`src/sv/sle_pkg.sv`:
```
// Package of the serial line editor: item types, command and byte codes,
// and the result plan passed from the control logic to the result sequencer.
`default_nettype none
package sle_pkg;

	localparam int LINE_BYTES_DEF = 256;

	localparam logic [1:0] CMD_RX      = 2'd0;
	localparam logic [1:0] CMD_READ    = 2'd1;
	localparam logic [1:0] CMD_RELEASE = 2'd2;

	localparam logic [7:0] BYTE_BS = 8'h08;
	localparam logic [7:0] BYTE_LF = 8'h0A;
	localparam logic [7:0] BYTE_CR = 8'h0D;
	localparam logic [7:0] BYTE_SP = 8'h20;

	// Shape of the result sequence an item produces.
	localparam logic [1:0] KIND_PLAIN = 2'd0;
	localparam logic [1:0] KIND_ECHO  = 2'd1;
	localparam logic [1:0] KIND_CRLF  = 2'd2;
	localparam logic [1:0] KIND_BS3   = 2'd3;

	typedef struct packed {
		logic [1:0] command;
		logic [7:0] rx_byte;
		logic [7:0] read_index;
	} in_item_t;

	typedef struct packed {
		logic       echo_valid;
		logic [7:0] echo_byte;
		logic [7:0] read_data;
		logic       line_ready;
		logic [7:0] line_length;
		logic       byte_dropped;
		logic       last;
	} out_item_t;

	typedef struct packed {
		logic [1:0] kind;
		logic [7:0] echo_byte;
		logic       rd_hit;
		logic       line_ready;
		logic [7:0] line_length;
		logic       byte_dropped;
	} plan_t;

endpackage
`default_nettype wire

```
`src/sv/sle_result_seq.sv`:
```
// Result sequencer of the serial line editor: holds one item's plan and
// steps it out as one to three result items through an output register.
// Depends on sle_pkg.
`default_nettype none
module sle_result_seq (
	input  wire                clk,
	input  wire                arst_n,
	input  wire                load,
	input  wire sle_pkg::plan_t plan,
	input  wire  [7:0]         rd_data,
	output logic               busy,
	output logic               rsp_valid,
	input  wire                rsp_stall,
	output sle_pkg::out_item_t rsp
);

	sle_pkg::plan_t     plan_s1;
	logic               valid_s1;
	logic [1:0]         step_s1;
	logic               advance;
	logic               is_last;
	sle_pkg::out_item_t result;
	sle_pkg::out_item_t out_q;
	logic               out_valid_q;

	assign advance = valid_s1 && (!out_valid_q || !rsp_stall);
	assign busy    = valid_s1 && !(advance && is_last);

	always_comb begin
		result              = '0;
		result.read_data    = plan_s1.rd_hit ? rd_data : 8'h00;
		result.line_ready   = plan_s1.line_ready;
		result.line_length  = plan_s1.line_length;
		result.byte_dropped = plan_s1.byte_dropped;
		is_last             = 1'b1;
		case (plan_s1.kind)
			sle_pkg::KIND_PLAIN: begin
				is_last = 1'b1;
			end
			sle_pkg::KIND_ECHO: begin
				result.echo_valid = 1'b1;
				result.echo_byte  = plan_s1.echo_byte;
			end
			sle_pkg::KIND_CRLF: begin
				result.echo_valid = 1'b1;
				result.echo_byte  = (step_s1 == 2'd0) ? sle_pkg::BYTE_CR : sle_pkg::BYTE_LF;
				is_last           = (step_s1 == 2'd1);
			end
			sle_pkg::KIND_BS3: begin
				result.echo_valid = 1'b1;
				result.echo_byte  = (step_s1 == 2'd1) ? sle_pkg::BYTE_SP : sle_pkg::BYTE_BS;
				is_last           = (step_s1 == 2'd2);
			end
			default: begin
				is_last = 1'b1;
			end
		endcase
		result.last = is_last;
	end

	always_ff @(posedge clk or negedge arst_n) begin
		if (!arst_n) begin
			valid_s1    <= 1'b0;
			step_s1     <= 2'd0;
			out_valid_q <= 1'b0;
		end else begin
			if (load) begin
				valid_s1 <= 1'b1;
				step_s1  <= 2'd0;
			end else if (advance) begin
				if (is_last) begin
					valid_s1 <= 1'b0;
				end
				step_s1 <= step_s1 + 2'd1;
			end
			if (advance) begin
				out_valid_q <= 1'b1;
			end else if (!rsp_stall) begin
				out_valid_q <= 1'b0;
			end
		end
	end

	always_ff @(posedge clk) begin
		if (load) begin
			plan_s1 <= plan;
		end
		if (advance) begin
			out_q <= result;
		end
	end

	assign rsp_valid = out_valid_q;
	assign rsp       = out_q;

endmodule
`default_nettype wire

```
`src/sv/serial_line_editor_unit.sv`:
```
// Serial line editor: an accepted item updates the fill count and lock at once and
// touches the line store in the same cycle; its plan is registered in the sequencer
// and its results pass through the output register, one per cycle while rsp_stall
// is low. An item yields 1 to 3 results (echo plan length); the next item is taken
// as its last result moves out. Reset clears the fill count, the lock and the pipeline;
// the line store is not cleared, since only entries below the fill count are returned.
`default_nettype none
module serial_line_editor_unit #(
	parameter int LINE_BYTES = sle_pkg::LINE_BYTES_DEF
) (
	input  wire                clk,
	input  wire                arst_n,
	input  wire                req_valid,
	output logic               req_stall,
	input  wire sle_pkg::in_item_t req,
	output logic               rsp_valid,
	input  wire                rsp_stall,
	output sle_pkg::out_item_t rsp
);

	localparam int         AW  = $clog2(LINE_BYTES);
	localparam logic [7:0] CAP = 8'((LINE_BYTES < 255) ? LINE_BYTES : 255);

	logic [7:0]     mem [LINE_BYTES];
	logic [7:0]     rdata_q;
	logic [7:0]     fill_q;
	logic           locked_q;
	logic [7:0]     fill_d;
	logic           locked_d;
	logic           accept;
	logic           seq_busy;
	logic           we;
	logic           re;
	logic [AW+7:0]  waddr_ext;
	logic [AW+7:0]  raddr_ext;
	sle_pkg::plan_t plan;

	assign accept    = req_valid && !req_stall;
	assign req_stall = seq_busy;

	assign waddr_ext = {{AW{1'b0}}, fill_q};
	assign raddr_ext = {{AW{1'b0}}, req.read_index};

	always_comb begin
		fill_d            = fill_q;
		locked_d          = locked_q;
		we                = 1'b0;
		re                = 1'b0;
		plan              = '0;
		plan.kind         = sle_pkg::KIND_PLAIN;
		plan.echo_byte    = req.rx_byte;
		case (req.command)
			sle_pkg::CMD_READ: begin
				re          = 1'b1;
				plan.rd_hit = (req.read_index < fill_q);
			end
			sle_pkg::CMD_RELEASE: begin
				if (locked_q) begin
					locked_d = 1'b0;
					fill_d   = 8'd0;
				end
			end
			sle_pkg::CMD_RX: begin
				if (locked_q) begin
					plan.byte_dropped = 1'b1;
				end else if (req.rx_byte == sle_pkg::BYTE_CR) begin
					locked_d  = 1'b1;
					plan.kind = sle_pkg::KIND_CRLF;
				end else if (req.rx_byte >= sle_pkg::BYTE_SP) begin
					if (fill_q < CAP) begin
						we     = 1'b1;
						fill_d = fill_q + 8'd1;
					end
					plan.kind = sle_pkg::KIND_ECHO;
				end else if (req.rx_byte == sle_pkg::BYTE_BS) begin
					if (fill_q != 8'd0) begin
						fill_d    = fill_q - 8'd1;
						plan.kind = sle_pkg::KIND_BS3;
					end
				end else begin
					// Any other control byte throws the line away and locks it empty.
					fill_d    = 8'd0;
					locked_d  = 1'b1;
					plan.kind = sle_pkg::KIND_CRLF;
				end
			end
			default: begin
				plan.kind = sle_pkg::KIND_PLAIN;
			end
		endcase
		plan.line_ready  = locked_d;
		plan.line_length = fill_d;
	end

	always_ff @(posedge clk or negedge arst_n) begin
		if (!arst_n) begin
			fill_q   <= 8'd0;
			locked_q <= 1'b0;
		end else if (accept) begin
			fill_q   <= fill_d;
			locked_q <= locked_d;
		end
	end

	// Reads and writes come from different commands, so one item never does both.
	always_ff @(posedge clk) begin
		if (accept && we) begin
			mem[waddr_ext[AW-1:0]] <= req.rx_byte;
		end
		if (accept && re) begin
			rdata_q <= mem[raddr_ext[AW-1:0]];
		end
	end

	sle_result_seq u_seq (
		.clk       (clk),
		.arst_n    (arst_n),
		.load      (accept),
		.plan      (plan),
		.rd_data   (rdata_q),
		.busy      (seq_busy),
		.rsp_valid (rsp_valid),
		.rsp_stall (rsp_stall),
		.rsp       (rsp)
	);

endmodule
`default_nettype wire

```
`config.mk`:
```
export PLATFORM = sky130hd
export DESIGN_NAME = serial_line_editor_unit
export DESIGN_NICKNAME = d
export VERILOG_FILES = /design/src/sv/sle_pkg.sv /design/src/sv/sle_result_seq.sv /design/src/sv/serial_line_editor_unit.sv
export SDC_FILE = /design/constraint.sdc
export NUM_CORES = 2
export LEC_CHECK = 0
export ABC_AREA = 1
export BUFFER_PORTS_ARGS = -buffer_cell sky130_fd_sc_hd__buf_4
export CAP_MARGIN = 20
export CELL_PAD_IN_SITES_DETAIL_PLACEMENT = 1
export CELL_PAD_IN_SITES_GLOBAL_PLACEMENT = 1
export CORE_ASPECT_RATIO = 0.9
export CORE_MARGIN = 8
export CORE_UTILIZATION = 50
export DETAILED_ROUTE_END_ITERATION = 12
export PLACE_DENSITY_LB_ADDON = 0.1
export SLEW_MARGIN = 10
export SYNTH_ARGS = -nofsm -noshare
export SYNTH_HDL_FRONTEND = slang
export SYNTH_HIERARCHICAL = 1
export SYNTH_SLANG_ARGS = --single-unit
```
`constraint.sdc`:
```
create_clock -name clk -period 3.65 [get_ports clk]
set_clock_uncertainty 0.1 [all_clocks]
set_input_delay 0.365 -clock clk [delete_from_list [all_inputs] [get_ports clk]]
set_output_delay 0.365 -clock clk [all_outputs]
set_load 0.05 [all_outputs]
```
# ---- After elaboration in Yosys (flattened, before gate mapping)
# Memory sizes are Yosys's and may differ from the RTL's. A register that Yosys moved wholly into a read port is not among the register bits.
# Index checks and enable logic that the tools add are counted.
dict set report classes {
  n_addsub 3
  bitwise 1
  order_cmp 3
  n_reduce_logical 19
  n_eq_ne 10
  muxes 37
}
# operator count
set ops {}
lappend ops {{8-bit 2-to-1 mux} 7}
lappend ops {{9-bit one-hot mux with 3 select lines} 1}
lappend ops {{1-bit 2-to-1 mux} 18}
lappend ops {{8-bit by 4-bit equality test with 1-bit output, second input constant} 2}
lappend ops {{8-bit one-hot mux with 2 select lines} 1}
lappend ops {{2-bit 2-to-1 mux} 6}
lappend ops {{8-bit by 1-bit adder with 8-bit output, second input constant} 1}
lappend ops {{2-bit equality test, second input constant} 4}
lappend ops {{8-bit by 6-bit >= comparator with 1-bit output, second input constant} 1}
lappend ops {{8-bit less-than comparator} 1}
lappend ops {{8-bit less-than comparator, second input constant} 1}
lappend ops {{8-bit nonzero test} 1}
lappend ops {{8-bit by 1-bit subtractor with 8-bit output, second input constant} 1}
lappend ops {{2-bit by 1-bit equality test with 1-bit output, second input constant} 3}
lappend ops {{1-bit logical AND} 6}
lappend ops {{6-bit 2-to-1 mux} 1}
lappend ops {{1-bit zero test} 4}
lappend ops {{2-bit zero test} 2}
lappend ops {{1-bit one-hot mux with 2 select lines} 2}
lappend ops {{2-bit nonzero test} 2}
lappend ops {{3-bit 2-to-1 mux} 1}
lappend ops {{3-bit OR reduction} 1}
lappend ops {{2-bit by 1-bit adder with 2-bit output, second input constant} 1}
lappend ops {{2-bit by 1-bit != test with 1-bit output, second input constant} 1}
lappend ops {{other kinds (4)} 4}
dict set report word_totals {
  output_inout_bits 30
  wordCells 93
  mem_bits_rw 2048
  memories 1
  inputBits 22
  reg_bits 62
}
# memory depth width read_ports rd_clocked_by_memory_dff wr line_no
set memory_table {}
lappend memory_table {mem 256 8 1 1 1 serial_line_editor_unit.sv:24} ;# logic [7:0] mem [LINE_BYTES];

# ---- Longest topological paths before layout
dict set report logic_depth {
  ltp_word 11
  depth_mapped 17
  depth_no_buf 16
}

# ---- Cells and area by module
# Netlist, hierarchy kept.
# module area_per_inst_um2 seq_area_each_um2 n_inst cells_each
set modules_own_cells {}
lappend modules_own_cells {serial_line_editor_unit 84065.6 61964.4 1 7140}
lappend modules_own_cells {sle_result_seq 1905.6 1571.5 1 121}

# ---- Worst setup path before layout
# No wires, ideal clock.
dict set report synth_timing {
  kind {reg-to-reg}
  start {register u_seq.out_valid_q (netlist: u_seq/rsp_valid)}
  end {memory mem[134][0] (enable)}
  stages_incl_launch_ff 15
  path_buffers 1
  period_less_slack_ps 3210
  arrival_time_ps 2740
  required_ps 3180
  setup_time_ps 370
  slack_ps 440
  cell_sequence {dfrtp_1 -> nand2_2 -> nand3_2 -> nand2_2 -> inv_1 -> nor2_2 -> inv_2 -> nor3_2 -> inv_2 -> nor2_4 -> inv_4 -> nor2_1 -> nand2_1 -> buf_2 -> nor2_1}
}
dict set report synth_between {
  elab_chain_cells 11
}
# item line_no
set synth_lines {}
lappend synth_lines {{start: declaration} sle_result_seq.sv:24} ;# logic out_valid_q;
lappend synth_lines {{start signal: assignment} sle_result_seq.sv:65} ;# out_valid_q <= 1'b0;
lappend synth_lines {{start signal: assignment} sle_result_seq.sv:77} ;# out_valid_q <= 1'b1;
lappend synth_lines {{start signal: assignment} sle_result_seq.sv:79} ;# out_valid_q <= 1'b0;
lappend synth_lines {{1-bit zero test} sle_result_seq.sv:26} ;# assign advance = valid_s1 && (!out_valid_q || !rsp_stall);
lappend synth_lines {{1-bit logical OR} sle_result_seq.sv:26}
lappend synth_lines {{1-bit logical AND} sle_result_seq.sv:26}
lappend synth_lines {{1-bit logical AND} sle_result_seq.sv:27} ;# assign busy = valid_s1 && !(advance && is_last);
lappend synth_lines {{1-bit zero test} sle_result_seq.sv:27}
lappend synth_lines {{1-bit logical AND} sle_result_seq.sv:27}
lappend synth_lines {{via req_stall} serial_line_editor_unit.sv:14} ;# output logic req_stall,
lappend synth_lines {{1-bit zero test} serial_line_editor_unit.sv:38} ;# assign accept = req_valid && !req_stall;
lappend synth_lines {{1-bit logical AND} serial_line_editor_unit.sv:38}
lappend synth_lines {{1-bit logical AND} serial_line_editor_unit.sv:107} ;# if (accept && we) begin
lappend synth_lines {{1-bit 2-to-1 mux} serial_line_editor_unit.sv:107}
lappend synth_lines {{1-bit 2-to-1 mux (not written as such)} serial_line_editor_unit.sv:108} ;# mem[waddr_ext[AW-1:0]] <= req.rx_byte;
lappend synth_lines {{end: declaration} serial_line_editor_unit.sv:24}
# The timed path passes the listed nets, and every way through them passes these cells.

# ---- Final worst setup path
dict set report layout_timing {
  start {register u_seq.step_s1[1]}
  end {memory mem[135][5] (enable)}
}
dict set report layout_between {
  elab_chain_cells 10
  elab_cells_between_ends 11
  classes_between {2 x eq/ne; 3 x mux; 6 x reduce/logical}
}
# item line_no
set layout_lines {}
lappend layout_lines {{start: declaration} sle_result_seq.sv:19} ;# logic [1:0] step_s1;
lappend layout_lines {{start signal: assignment} sle_result_seq.sv:74} ;# step_s1 <= step_s1 + 2'd1;
lappend layout_lines {{2-bit equality test or 2-bit by 1-bit equality test with 1-bit output (tied branches)} {sle_result_seq.sv:52, sle_result_seq.sv:47}}
lappend layout_lines {{1-bit one-hot mux with 2 select lines (*)} sle_result_seq.sv:36} ;# case (plan_s1.kind)
lappend layout_lines {{1-bit logical AND (*)} sle_result_seq.sv:27}
lappend layout_lines {{1-bit zero test (*)} sle_result_seq.sv:27}
lappend layout_lines {{1-bit logical AND (*)} sle_result_seq.sv:27}
lappend layout_lines {{1-bit zero test (*)} serial_line_editor_unit.sv:38}
lappend layout_lines {{1-bit logical AND (*)} serial_line_editor_unit.sv:38}
lappend layout_lines {{1-bit logical AND (*)} serial_line_editor_unit.sv:107}
lappend layout_lines {{1-bit 2-to-1 mux (*)} serial_line_editor_unit.sv:107}
lappend layout_lines {{1-bit 2-to-1 mux (not written as such) (*)} serial_line_editor_unit.sv:108}
# Mark *: on every way between the ends. The rest lies on a longest branch, timed or not.

==> results.ini <==
[synth]
synth_warnings = 6
synthCells = 7261
yosysTopAreaCellShare = 0.735
synth_top_family_by_area = simple AND/OR/NAND/NOR gates
post_synth_fa_ha_maj_area_fraction = 0.00218
synth-simple-area-share = 0.229
synth.top_cells.by_count = sky130_fd_sc_hd__nand2_1, sky130_fd_sc_hd__edfxtp_1, sky130_fd_sc_hd__nand3_1, sky130_fd_sc_hd__nor2_1, sky130_fd_sc_hd__clkbuf_1
synth_edf_count = 2105
synth_xor_xnor_area_share = 0.000408
synth_top_flop_cell = sky130_fd_sc_hd__edfxtp_1
ys_types = 36
yosysMostFrequentCell = sky130_fd_sc_hd__nand2_1
synth_largest_area_cell = sky130_fd_sc_hd__edfxtp_1
synth-compound-area-share = 0.00282
muxShareOfSynthArea = 0
post_synth_instance_area_sq_mm = 0.0860
postSynthRegisterBits = 2118
netlist_top_cells_area = sky130_fd_sc_hd__edfxtp_1, sky130_fd_sc_hd__nand3_1, sky130_fd_sc_hd__nand2_1, sky130_fd_sc_hd__nor2_1, sky130_fd_sc_hd__clkbuf_1
synthArstFlopShare = 0.00614
syn-mean-instance-area_sq_um = 11.8
share_of_synthesized_area_occupied_by_flip_flops_and_latches = 0.739

[worst_setup_path]
worstRegToRegCells = 18
endpoint = mem[135][5]$_DFFE_PP_
worst_path_dominant_cell_family = simple AND/OR/NAND/NOR gates
first_element_of_the_critical_path = u_seq/step_s1[1]$_DFFE_PN0P_
r2r_slack_ns = 0.13
worst-path-stages = 18
cp-start-kind = flip-flop
reg2reg_to = mem[135][5]$_DFFE_PP_
slowest_delay_ns = 0.57
worst_r2r_startpoint = u_seq/step_s1[1]$_DFFE_PN0P_
worstPathCellList = inv_1 > ha_1 > inv_1 > nand3_2 > nand3_2 > nand2_2 > inv_1 > nor2_4 > inv_2 > nor3_2 > inv_2 > nor2_4 > inv_4 > nor2_1 > buf_4 > nand2_1 > buf_4 > nor2_1
crit_buf_inv = 8
timing_worst_setup_path_type = reg -> reg
critical_path.max_fanout = 16
critical_path.most_common_cell = sky130_fd_sc_hd__inv_1
crit_slowest_cell = sky130_fd_sc_hd__nor2_1
cp-end-kind = flip-flop
timing.critical_path.required_ns = 4.01
worstPathArrival_ns = 3.88

[global_route]
global_route.usage.total = 0.288
vias_in_the_first_global_route = 61201
grt_start_max_net_pins = 158
grt-ovfl-total = 0
number_of_antenna_violations_at_the_first_check_in_global_routing = 12
global_route_wire_length_before_repair_mm = 401

[floorplan]
die_area_sq_mm = 0.185
die_width_microns = 453
design.core.area_sq_mm = 0.171
ioPinCount = 52
initial_utilization = 0.503
die_height_microns = 409
row_count = 144

[route]
drc_errors_left = 0
totalWireLength_mm = 271
route.vias.total = 59729
drtIter0Drc = 6495
detail_route.first_pass.iterations = 6
avgRoutedWirePerCell_microns = 27.3
detail_route.vias_per_cell = 6.01
route.antenna.remaining_nets = 0

[pwr]
static_leakage_nw = 35.0
power_per_cell_area_mw_per_mm2 = 552
worst_ir_drop_vdd_uv = 438

[timing]
rsz_0062_raised_after_global_routing = true
max_slew.worst_pin.slew_ns = 1.02
final.period_utilization = 0.965
final-hold-violation-count = 0
final.min_clock_period_ns = 3.52
timing.slew.headroom = 0.320
max_freq_ghz = 0.284
slew_violations = 0
timing.final.setup_violations = 0

[cts]
cts_tree = yes
root_buffer_selected_by_cts = sky130_fd_sc_hd__clkbuf_16
clock_sinks = 2118
clk_pin_slew_worst_paths_ns = 0.06
cts_max_level = 4
cts_buffer_depth = 3
num_cts_buffers = 212
clk_latency_ns = 0.85

[placement]
placed_cells = 9532
buffer_ports.inserted = 51
detailedPlacementHpwl_mm = 163
gpl.final_weighted_congestion = 0.877

[finish]
fin_nets = 7534
share_of_cells_above_drive_strength_1 = 0.110
fin_util = 0.575
fin_cells = 9940
fillers = 17209
syn_to_final_growth_pct = 14.3

[job]
drv.max_cap_violation_count = 0

[status]
run_status = completed

[min_path]
hold_path_class = in -> reg

-- cell usage in the layout, fill, tap and decap left out, drive strengths merged --
cell and n:
nand2 2189, edfxtp 2105, nand3 2043, buf 489
clkbuf 281, nor2 275, clkinv 90, inv 63
o21ai 26, bufinv 16, ha 15, dfrtp 13
dlygate4sd3 13, a21oi 11, nor3 11, nand4 9
conb 8, o22ai 4, xor2 4, diode 2
and2 2, clkinvlp 2, o211ai 1, a22oi 1
or2 1, a22o 1, o311ai 1, nor4 1
-- worst min-delay path by stage --
| stage | from | to | slack (ns) | depth (start not counted) |
|---|---|---|---|---|
| 2_1_floorplan | arst_n | fill_q[0]$_DFFE_PN0P_ | -0.03 | 0 |
| 3_3_place_gp | arst_n | fill_q[5]$_DFFE_PN0P_ | 0.13 | 1 |
| 3_5_place_dp | arst_n | u_seq/valid_s1$_DFFE_PN0P_ | 0.13 | 1 |
| 4_1_cts | req[6] | rdata_q[6]$_DFFE_PP_ | 0.03 | 5 |
| 5_1_grt | req[14] | mem[111][6]$_DFFE_PP_ | 0.06 | 2 |
| 6_report | req[14] | mem[111][6]$_DFFE_PP_ | 0.07 | 2 |
-- routing by layer --
metal / vias to the layer above / track usage / wire, microns
met4: 6 / 0.0849 / 8470
li1: 26268 / - / -
met2: 2410 / 0.457 / 126000
met1: 30577 / 0.411 / 115000
met3: 468 / 0.0491 / 21600
met5: - / 0 / 47
-- state kept, by name (all words and copies together), names as in the netlist --
signal	cells
mem	2048
u_seq/rsp	28
u_seq/plan_s1	21
fill_q	8
rdata_q	8
u_seq/step_s1	2
locked_q	1
u_seq/rsp_valid	1
u_seq/valid_s1	1
-- logic make-up after synthesis --
group / after synthesis
xor gates and xnor gates: 4
other: 1
adders and majority gates: 15
and+or+nand+nor: 4531
AOI/OAI and AO/OA: 45
buffers and inverters: 547
DFF: 2118
-- per-stage QoR --
| stage | hold slack (ns) | setup TNS [ns] | setup slack, ns | power (mW) | cell area [sq um] |
|---|---|---|---|---|---|
| after floorplan | -0.0306 | 0 | 0.440 | 30.5 | 86000 |
| after global placement | 0.128 | -3.70 | -0.0890 | 33.1 | 91300 |
| after detailed placement | 0.130 | -10.32 | -0.196 | 33.2 | 91300 |
| after CTS | 0.0317 | 0 | 0.0109 | 54.5 | 98300 |
| after global routing | 0.0638 | -0.504 | -0.0291 | 55.7 | 98300 |
| final | 0.0682 | 0 | 0.126 | 54.3 | 98300 |
-- report_power, final --
group	total (mW)	switching (mW)	internal (mW)
combinational	5.51	4.26	1.24
clock	21.5	9.25	12.3
sequential	27.3	0.158	27.1
-- final cells by class --
cell class	count	area [sq um]	share of cell area
sequential	2118	63500	0.647
multi-input combinational	4603	20300	0.207
clock buffer	281	5800	0.0591
timing repair buffer	502	4560	0.0464
tap	2263	2830	0.0288
clock inverter	111	980	0.00997
inverter	60	255	0.00260
antenna	2	5.00	0.0000509
-- timing repair --
item,CTS,global route
pin swaps,1,0
gates resized for setup,8,7
hold endpoints to repair,288,0
endpoints found under the setup margin,148,180
setup buffers,1,0
hold buffers,13,0
(Power assumes the default switching activity.)
